`config.mk`:
```
export PLATFORM = sky130hd
export DESIGN_NAME = fpwb_ram
export DESIGN_NICKNAME = d
export VERILOG_FILES = /design/src/fpwb_ram.sv
export SDC_FILE = /design/constraint.sdc
export NUM_CORES = 2
export LEC_CHECK = 0
export ABC_AREA = 1
export ABC_CLOCK_PERIOD_IN_PS = 2450
export BUFFER_PORTS_ARGS = -buffer_cell sky130_fd_sc_hd__buf_2
export CELL_PAD_IN_SITES_DETAIL_PLACEMENT = 1
export CELL_PAD_IN_SITES_GLOBAL_PLACEMENT = 1
export CORE_MARGIN = 3
export CORE_UTILIZATION = 47
export CTS_CLUSTER_DIAMETER = 50
export DETAILED_ROUTE_END_ITERATION = 16
export PLACE_DENSITY_LB_ADDON = 0.1
export SLEW_MARGIN = 15
export SYNTH_ARGS = -nofsm -noshare
export SYNTH_HDL_FRONTEND = slang
export SYNTH_SLANG_ARGS = --single-unit
```
`constraint.sdc`:
```
create_clock -name clk_i -period 2.45 [get_ports clk_i]
set_clock_uncertainty 0.15 [all_clocks]
set_input_delay 0.735 -clock clk_i [delete_from_list [all_inputs] [get_ports clk_i]]
set_output_delay 0.735 -clock clk_i [all_outputs]
set_load 0.02 [all_outputs]
```
`src/fpwb_ram.sv`:
```
// Generic simple dual-port RAM with registered read data.
module fpwb_ram #(
  parameter int unsigned WIDTH = 8,
  parameter int unsigned DEPTH = 512
) (
  input  logic                     clk_i,
  input  logic                     we_i,
  input  logic [$clog2(DEPTH)-1:0] waddr_i,
  input  logic [WIDTH-1:0]         wdata_i,
  input  logic [$clog2(DEPTH)-1:0] raddr_i,
  output logic [WIDTH-1:0]         rdata_o
);

  logic [WIDTH-1:0] mem_q [DEPTH];
  logic [WIDTH-1:0] rdata_q;

  // Write port and registered read port
  always_ff @(posedge clk_i) begin
    if (we_i) begin
      mem_q[waddr_i] <= wdata_i;
    end
    rdata_q <= mem_q[raddr_i];
  end

  assign rdata_o = rdata_q;

endmodule

```
==> results.json <==
{
  "r2r_cells": 11,
  "place_hpwl_mm": 360,
  "grt_antenna_before_repair": 26,
  "clockRootBuffer": "clkbuf_16",
  "grt_setup_unrepaired": "yes",
  "grt_pass1_wl_mm": 825,
  "place_ws_ns": -1.24,
  "grt_overflow": 0,
  "layout.nets": 15000,
  "vias": 118000,
  "path_cells": "buf_6",
  "cts_max_level": 5,
  "clk_pin_slew_worst_paths_ns": 0.06,
  "cp_data_required_time_ns": 1.56,
  "firstDrtPassIters": 6,
  "p_clk_share_pct": 45.4,
  "r2r_slack_ns": 0.21,
  "ir_worst_vdd_uv": 710,
  "violations": "negative setup slack",
  "synthesis.area_sq_um": 167000,
  "finalMaxSlewViolations": 0,
  "path_delay_family": "flip-flops",
  "cp_slowest_cell": "dfxtp_4",
  "synth_top_area_cell": "edfxtp_1",
  "avgSynthCellArea_sq_um": 12.0,
  "timing.rr.end": "rdata_o[3]$_DFF_P_",
  "powerDensity_nw_per_um2": 806,
  "clock_path_buffers": 4,
  "cp.depth": 1,
  "dieArea_sq_um": 362000,
  "die_height_microns": 602,
  "worstMarginPinSlew_ns": 1.15,
  "cts_buffers": 483,
  "finalHoldViolCount": 0,
  "ys.warnings.count": 0,
  "postLayoutCoreUtil_pct": 56.8,
  "crit_fanout": 1,
  "crit_start": "rdata_o[1]$_DFF_P_",
  "ys_types": 16,
  "leakage_nw": 72.7,
  "timing.final.ws_setup_ns": -0.0588,
  "final-setup-viol-count": 8,
  "ios": 36,
  "port_buffers": 35,
  "synth_top_area_share_pct": 73.8,
  "period_needed_ns": 2.51,
  "nFillCells": 35500,
  "critPathArrivalTime_ns": 1.62,
  "wl_mm": 562,
  "die_w_microns": 602,
  "cp-start-kind": "flip-flop",
  "worst-path-buf-inv": 1,
  "clock_latency_ns": 1.02,
  "sw_frac_of_total_pct": 23.2,
  "clock-sinks": 4104,
  "drc": 0,
  "max_cap_viol_count": 0,
  "r2r_start": "mem_q[326][3]$_DFFE_PP_",
  "wl_per_cell_microns": 27.9,
  "grt_max_degree": 92,
  "ant_nets": 0,
  "via_per_inst": 5.84,
  "status": "finished, violations left",
  "place.gp.congestion": 0.913,
  "min_period_over_period_pct": 102,
  "coreArea_sq_um": 353000,
  "synthCells": 13900,
  "start_util_pct": 47.2,
  "ys_top_cells_by_area": "edfxtp_1 74%, nand3_1 12%, nand2_1 9.4%, buf_2 1.6%, nor2_1 1.2%",
  "clock.fmax_mhz": 399,
  "slew_headroom_pct": 22.8,
  "cts_tree": "built",
  "fp-row-count": 218,
  "synth.net_count": 13900,
  "critical_path_class": "flip-flop to primary output",
  "ys_ff_latch": 4104,
  "switchingPower_mw": 37.6,
  "area_growth_pct": 20.3,
  "first_global_vias": 123000,
  "end_kind": "primary output",
  "pwr-share-comb_pct": 6.8,
  "internal_power_mw": 124,
  "crit_end": "rdata_o[1]",
  "seq_area_frac_synth_pct": 73.9,
  "grt_util_all_layers_pct": 30.5,
  "drtIter0Drc": 13200,
  "hp-class": "primary input to flip-flop",
  "drive_above_1_share_pct": 15.7,
  "pwr-share-seq_pct": 47.9,
  "slowest_delay_ns": 0.46
}
## routing by layer
metal | GRT usage [%] | share of wire, % | up-vias
met5 | 0 | 0.0064 | -
met4 | 12.0 | 4.2 | 6
li1 | - | - | 51800
met1 | 41.9 | 41 | 60500
met2 | 49.4 | 47 | 4475
met3 | 4.09 | 6.9 | 928
## cell usage in the layout, fill, tap and decap left out, types with 15 or more instances in the layout
cell and count:
nand2_1 4145, inv_1 32, clkbuf_1 66, buf_6 15
nand3_1 4038, clkbuf_16 496, inv_6 29, clkinvlp_4 45
buf_4 1205, clkinv_4 27, clkinv_1 85, edfxtp_1 4096
nor2_1 512, nand3_2 36, buf_12 331, clkinv_2 79
nand2_4 15, bufinv_16 64
## registers in the layout, indices dropped and copies added (netlist names)
name and count:
mem_q 4096, rdata_o 8
## cell families (layout without fill, tap and decap cells)
logic type	count (synthesis)	after routing	share of synthesized area, %
flops	4104	4104	73.9
simple gates	8765	8765	22.8
buf+inv	1022	2543	3.33
other cells	0	6	0
## stage by stage
step | cells | setup TNS, ns | total power [mW] | instance area [sq um] | hold WS, ns
floorplan | 13900 | -6.79 | 83.6 | 167000 | 0.684
global placement | 19200 | -913.30 | 89.3 | 184000 | 0.926
detailed placement | 19200 | -1081.11 | 89.5 | 184000 | 0.929
CTS | 20100 | -0.776 | 163 | 200000 | 0.200
global route | 20100 | -0.452 | 166 | 201000 | 0.252
finish | 20100 | -0.205 | 162 | 201000 | 0.279
## timing repair
item / 4_1_cts / 5_1_grt
endpoints found under the hold margin: 72 / 0
hold buffers: 9 / 0
resized for setup: 54 / 40
gates cloned: 1 / 6
setup buffers: 0 / 2
endpoints found under the setup margin: 15 / 16
pin swaps: 0 / 1
## cell usage after synthesis (all sizes together)
| cell | instances |
|---|---|
| buf | 799 |
| clkbuf | 184 |
| dfxtp | 8 |
| edfxtp | 4096 |
| inv | 39 |
| nand2 | 4160 |
| nand3 | 4080 |
| nor2 | 514 |
| nor3 | 11 |
## worst min path at each step
stage,cells past startpoint,startpoint,slack (ns),to
finish,5,raddr_i[7],0.28,rdata_o[0]$_DFF_P_
detailed placement,1,wdata_i[7],0.93,mem_q[347][7]$_DFFE_PP_
global placement,1,wdata_i[6],0.93,mem_q[352][6]$_DFFE_PP_
CTS,5,raddr_i[7],0.20,rdata_o[0]$_DFF_P_
global route,5,raddr_i[7],0.25,rdata_o[0]$_DFF_P_
floorplan,0,wdata_i[0],0.68,mem_q[0][0]$_DFFE_PP_
## worst reg2reg max path, stage by stage (launching register included)
cell,delay (ns)
edfxtp_1,0.39
nand2_1,0.08
nand3_1,0.07
nand3_1,0.16
nand3_1,0.13
nand3_1,0.20
nand3_1,0.22
nand3_4,0.19
nand3_1,0.18
buf_4,0.21
nand3_1,0.09
nand2_1,0.06
## final cells by class
cell class	instances	area (sq um)	share of cell area (%)
sequential	4104	123000	61.4
multi-input combinational	8765	38400	19.1
timing repair buffer	1597	16500	8.23
clock buffer	557	12500	6.25
tap	4730	5920	2.95
clock inverter	349	3830	1.91
inverter	39	213	0.106
antenna	6	15.0	0.00748
timing repair inverter	1	11.3	0.00561
## power groups by stage
stage               combinational (mW)  sequential [mW]  clock (mW)
global route                      11.6             77.4        77.3
finish                            10.9             77.4        73.4
detailed placement                10.6             78.9           0
floorplan                         4.78             78.9           0
CTS                               10.8             77.4        74.4
global placement                  10.4             78.9           0
No activity file was read; power rests on OpenSTA's default activity.
