**src/fpwb_pkg.sv**
```systemverilog
// Shared constants and types for the flash page write buffer.
package fpwb_pkg;

  // Field widths of the command and response channels
  localparam int unsigned CMD_W  = 2;
  localparam int unsigned ADDR_W = 12;
  localparam int unsigned DATA_W = 8;

  // Default geometry of the managed flash region
  localparam int unsigned PAGE_BYTES_DEF   = 512;
  localparam int unsigned REGION_PAGES_DEF = 8;

  // Command codes
  localparam logic [CMD_W-1:0] CMD_READ  = 2'd0;
  localparam logic [CMD_W-1:0] CMD_WRITE = 2'd1;
  localparam logic [CMD_W-1:0] CMD_FLUSH = 2'd2;

  // Value of an erased flash byte
  localparam logic [DATA_W-1:0] ERASED_BYTE = 8'hFF;

  // Sequencer states, one-hot
  typedef enum logic [5:0] {
    ST_IDLE  = 6'b000001,
    ST_LOOK  = 6'b000010,
    ST_WBACK = 6'b000100,
    ST_LOAD  = 6'b001000,
    ST_STORE = 6'b010000,
    ST_RESP  = 6'b100000
  } fpwb_state_e;

  // Status of the page walker seen by the sequencer
  typedef struct packed {
    logic busy;
    logic wr_en;
    logic done;
  } walk_stat_t;

endpackage

```
**src/fpwb_walk.sv**
```systemverilog
// Page walker: steps a byte index over one page, read then delayed write.
module fpwb_walk import fpwb_pkg::*; #(
  parameter int unsigned PAGE_BITS = 9
) (
  input  logic                 clk_i,
  input  logic                 rst_ni,
  input  logic                 start_i,
  output logic [PAGE_BITS-1:0] rd_idx_o,
  output logic [PAGE_BITS-1:0] wr_idx_o,
  output walk_stat_t           stat_o
);

  logic [PAGE_BITS:0]   idx_q;
  logic                 busy_q;
  logic                 pend_q;
  logic [PAGE_BITS-1:0] pidx_q;
  logic                 issue;

  // Issue a read while the index is still inside the page
  assign issue = busy_q & ~idx_q[PAGE_BITS];

  // Advance the index; the write follows in the cycle after its read
  always_ff @(posedge clk_i or negedge rst_ni) begin
    if (!rst_ni) begin
      busy_q <= 1'b0;
      pend_q <= 1'b0;
      idx_q  <= '0;
    end else if (start_i) begin
      busy_q <= 1'b1;
      pend_q <= 1'b0;
      idx_q  <= '0;
    end else if (busy_q) begin
      if (issue) begin
        idx_q <= idx_q + 1'b1;
      end
      pend_q <= issue;
      if (!issue && !pend_q) begin
        busy_q <= 1'b0;
      end
    end
  end

  // Hold the index of the read in flight
  always_ff @(posedge clk_i) begin
    pidx_q <= idx_q[PAGE_BITS-1:0];
  end

  assign rd_idx_o     = idx_q[PAGE_BITS-1:0];
  assign wr_idx_o     = pidx_q;
  assign stat_o.busy  = busy_q;
  assign stat_o.wr_en = pend_q;
  assign stat_o.done  = busy_q & ~issue & ~pend_q;

endmodule
```
**config.mk**
```make
export PLATFORM = sky130hd
export DESIGN_NAME = fpwb_walk
export DESIGN_NICKNAME = d
export VERILOG_FILES = /design/src/fpwb_pkg.sv /design/src/fpwb_walk.sv
export SDC_FILE = /design/constraint.sdc
export NUM_CORES = 1
export LEC_CHECK = 0
export ABC_CLOCK_PERIOD_IN_PS = 2900
export BUFFER_PORTS_ARGS = -buffer_cell sky130_fd_sc_hd__buf_2
export CORE_ASPECT_RATIO = 1.25
export CORE_MARGIN = 10
export CORE_UTILIZATION = 42
export CTS_CLUSTER_DIAMETER = 120
export DETAILED_ROUTE_END_ITERATION = 8
export GPL_ROUTABILITY_DRIVEN = 0
export GPL_TIMING_DRIVEN = 0
export PLACE_DENSITY = 0.77
export SYNTH_ARGS = -nofsm -noshare
export SYNTH_HDL_FRONTEND = slang
export SYNTH_SLANG_ARGS = --single-unit
```
**constraint.sdc**
```tcl
create_clock -name clk_i -period 2.9 [get_ports clk_i]
set_input_delay 0.29 -clock clk_i [delete_from_list [all_inputs] [get_ports clk_i]]
set_output_delay 0.29 -clock clk_i [all_outputs]
set_load 0.02 [all_outputs]
```
==> metrics.md <==
| Metric | Value |
|---|---|
| Run status | complete, no violations |
| Post-CTS Setup Bufs | 0 |
| Final hold vios | 0 |
| Inserted Clock Buffers | 3 |
| DR vias/cell | 5.06 |
| Leak | 0.502 nW |
| R2R cell count | 4 |
| Worst Setup End Kind | register |
| EDFF count, synth | 0 |
| Min-delay worst type | in -> reg |
| Met3 GRT Util | 3.30% |
| GRT Max-Usage Layer | met2 |
| Fin cells | 127 |
| Crit-path max FO | 6 |
| Leading area contributor after synthesis | dfrtp_1 |
| Total gr overflow | 0 |
| Final max-slew violation count | 0 |
| Antenna diode count | 0 |
| Post-Syn Instances | 79 |
| DP Worst Slack | 1.38 ns |
| Total track usage | 8.57% |
| # H-tree levels | 1 |
| Unrepaired setup endpoints after global routing | no |
| Post-synthesis cell area | 835 um2 |
| Synth Flop Type | dfrtp_1 |
| Core Box Area | 0.00194 mm2 |
| Startpoint Class | register |
| Final setup viols | 0 |
| Met2 usage in global routing | 12.4% |
| Die H | 69.8 um |
| Power Dens Cells | 481 mW/mm2 |
| FILL cells | 185 |
| Initial core utilization | 43.1% |
| Slowest stage cell, crit path | or4_1 |
| Hold depth | 2 |
| Drt drc | 0 |
| Max transition margin | 70.7% |
| Cells along the critical path | ha_1, nand2_1, or4_1, a21oi_1 |
| Crit Path Class | reg -> reg |
| Sequential share of the synthesized area | 57.6% |
| Peak supply drop | 258 uV |
| CTS max path bufs | 2 |
| Clk pin slew, worst setup/hold paths | 0.12 ns |
| Initial antenna violation count | 0 |
| Worst endpoint required time | 3.12 ns |
| Worst-Skew Late Latency | 0.30 ns |
| Nets@finish | 112 |
| Synth area leaders | dfrtp_1 (36%), dfxtp_1 (22%), buf_4 (9.9%), a21oi_1 (4.8%), or3_1 (3.0%) |
| Synth-to-layout area growth | 21.3% |
| Async SR Flop Fraction | 57.1% |
| Critical path arrival | 1.80 ns |
| Post-Route Setup TNS | 0 ns |
| Syn avg cell area | 10.6 um2 |
| Detailed Place HPWL | 1220 um |
| WL final | 1660 um |
| Placed Cells | 122 |
| Share of the synthesized area in the top cell type | 36.0% |
| Crit path largest cell delay | 0.50 ns |
| Max_cap viols | 0 |
| IO Port Bufs | 23 |
| CTS root buffer | clkbuf_4 |
| CTS tree | done |
| Timing-limited maximum frequency | 0.635 GHz |
| Fin worst setup slack | 1.33 ns |
| Routed len/inst | 13.1 um |
| TritonCTS Sinks | 21 |
| First-pass GRT wire length | 2840 um |
| Synthesized net count | 83 |
| Post-synthesis cell type count | 22 |
| Ports | 24 |
| Antenna viol nets, final | 0 |
| Seq cells post-synth | 21 |
| Yosys warns | 0 |
| Skew final | 0.00933 ns |
| Via count | 642 |
| Largest net degree at the start of global routing | 13 |
| Vias in the first global route | 603 |
| Worst slew pin tran | 0.440 ns |
| Tmin final | 1.57 ns |
| Pre-antenna DRT Iters | 4 |
| Crit share post-route | 54.3% |
| Width of the chip | 59.9 um |
| Global-route track usage on met1 | 9.84% |
| 1st-iter DRT viols | 22 |
| Std cell rows | 18 |
| Share of cells above drive strength 1 | 37.4% |
| Die area | 0.00418 mm2 |
| Worst Hold Slack | 0.150 ns |
[area by class of cell]
type,count,area (um2),area share [%]
well taps,20,25.0,2.47
flip-flops and latches,21,480,47.5
inverters,4,15.0,1.48
clock buffers,3,22.5,2.22
clock inverters,1,5.00,0.494
multi-input cells,41,248,24.5
repair buffers,24,125,12.4
plain buffers,13,91.3,9.02
[cell usage after synthesis (2+ instances only)]
cell type  number
xor2_1          2
dfxtp_1         9
dfrtp_1        12
or4_1           3
buf_4          11
nor2_1          4
inv_1           4
or3_1           4
o21ai_0         4
o31ai_1         2
nand3_1         4
nand2_1         3
a21oi_1         8
[cell usage in the layout, fill, tap and decap left out, types with 3 or more instances in the layout]
cell,count
inv_1,4
clkbuf_4,3
or3_1,4
o21ai_0,4
buf_2,24
nand2_1,3
nor2_1,4
buf_4,11
nand3_1,4
dfrtp_1,12
or4_1,3
a21oi_1,8
dfxtp_1,9
[where the power goes]
part / total (mW) / internal (mW) / switching, mW / leakage [nW]
logic: 0.0409 / 0.0165 / 0.0244 / 0.254
registers: 0.306 / 0.299 / 0.00698 / 0.231
clock network: 0.141 / 0.0514 / 0.0891 / 0.0177
[critical path: cells and delay by family, from the launching register on]
family	cells	cell delay (ns)
adder cells (fa/ha/maj)	1	0.26
AO/OA/AOI/OAI	1	0.16
AND/OR/NAND/NOR	2	0.59
flip-flops	1	0.49
[stage by stage]
step           total power, mW  utilization [%]  area, um2
2_1_floorplan            0.336                -        835
3_3_place_gp             0.351             50.3        975
3_5_place_dp             0.353             50.3        975
4_1_cts                  0.493             52.3       1010
5_1_grt                  0.512             52.3       1010
6_report                 0.487             52.3       1010
[state kept, by name, summed over array words and instances (netlist names)]
signal    flops
busy_q        1
wr_idx_o      9
pend_q        1
idx_q        10
[cells by family after synthesis]
logic type / after synthesis / share of synthesized area (%)
AO/OA/AOI/OAI: 15 / 10.0
buffers and inverters: 17 / 12.7
flip-flops: 21 / 57.6
AND/OR/NAND/NOR: 22 / 14.8
adder cells (fa/ha/maj): 1 / 1.50
XOR/XNOR: 2 / 2.10
multiplexers: 1 / 1.20
[repair_timing]
item / in CTS / in global routing
hold buffers: 1 / 0
setup endpoints to repair: 0 / 0
gates resized for setup: 0 / 0
hold endpoints to repair: 12 / 0
[path summary, 6_finish.rpt]
kind	start	to	slack, ns
setup / recovery	idx_q[0]$_DFFE_PN0P_	idx_q[8]$_DFFE_PN0P_	1.33
hold / removal	start_i	idx_q[3]$_DFFE_PN0P_	0.15
setup reg to reg	idx_q[0]$_DFFE_PN0P_	idx_q[8]$_DFFE_PN0P_	1.33
hold reg to reg	idx_q[8]$_DFFE_PN0P_	wr_idx_o[8]$_DFF_P_	0.46
max in group asynchronous	rst_ni	idx_q[6]$_DFFE_PN0P_	2.28
min in group asynchronous	rst_ni	busy_q$_DFF_PN0_	0.39
[per-layer routing]
layer,vias up,part of all wire [%]
met5,-,0
met1,304,42
met4,0,2.7
met3,4,9.8
li1,314,-
met2,20,45
Note: power is estimated with default switching activity, not from simulation.
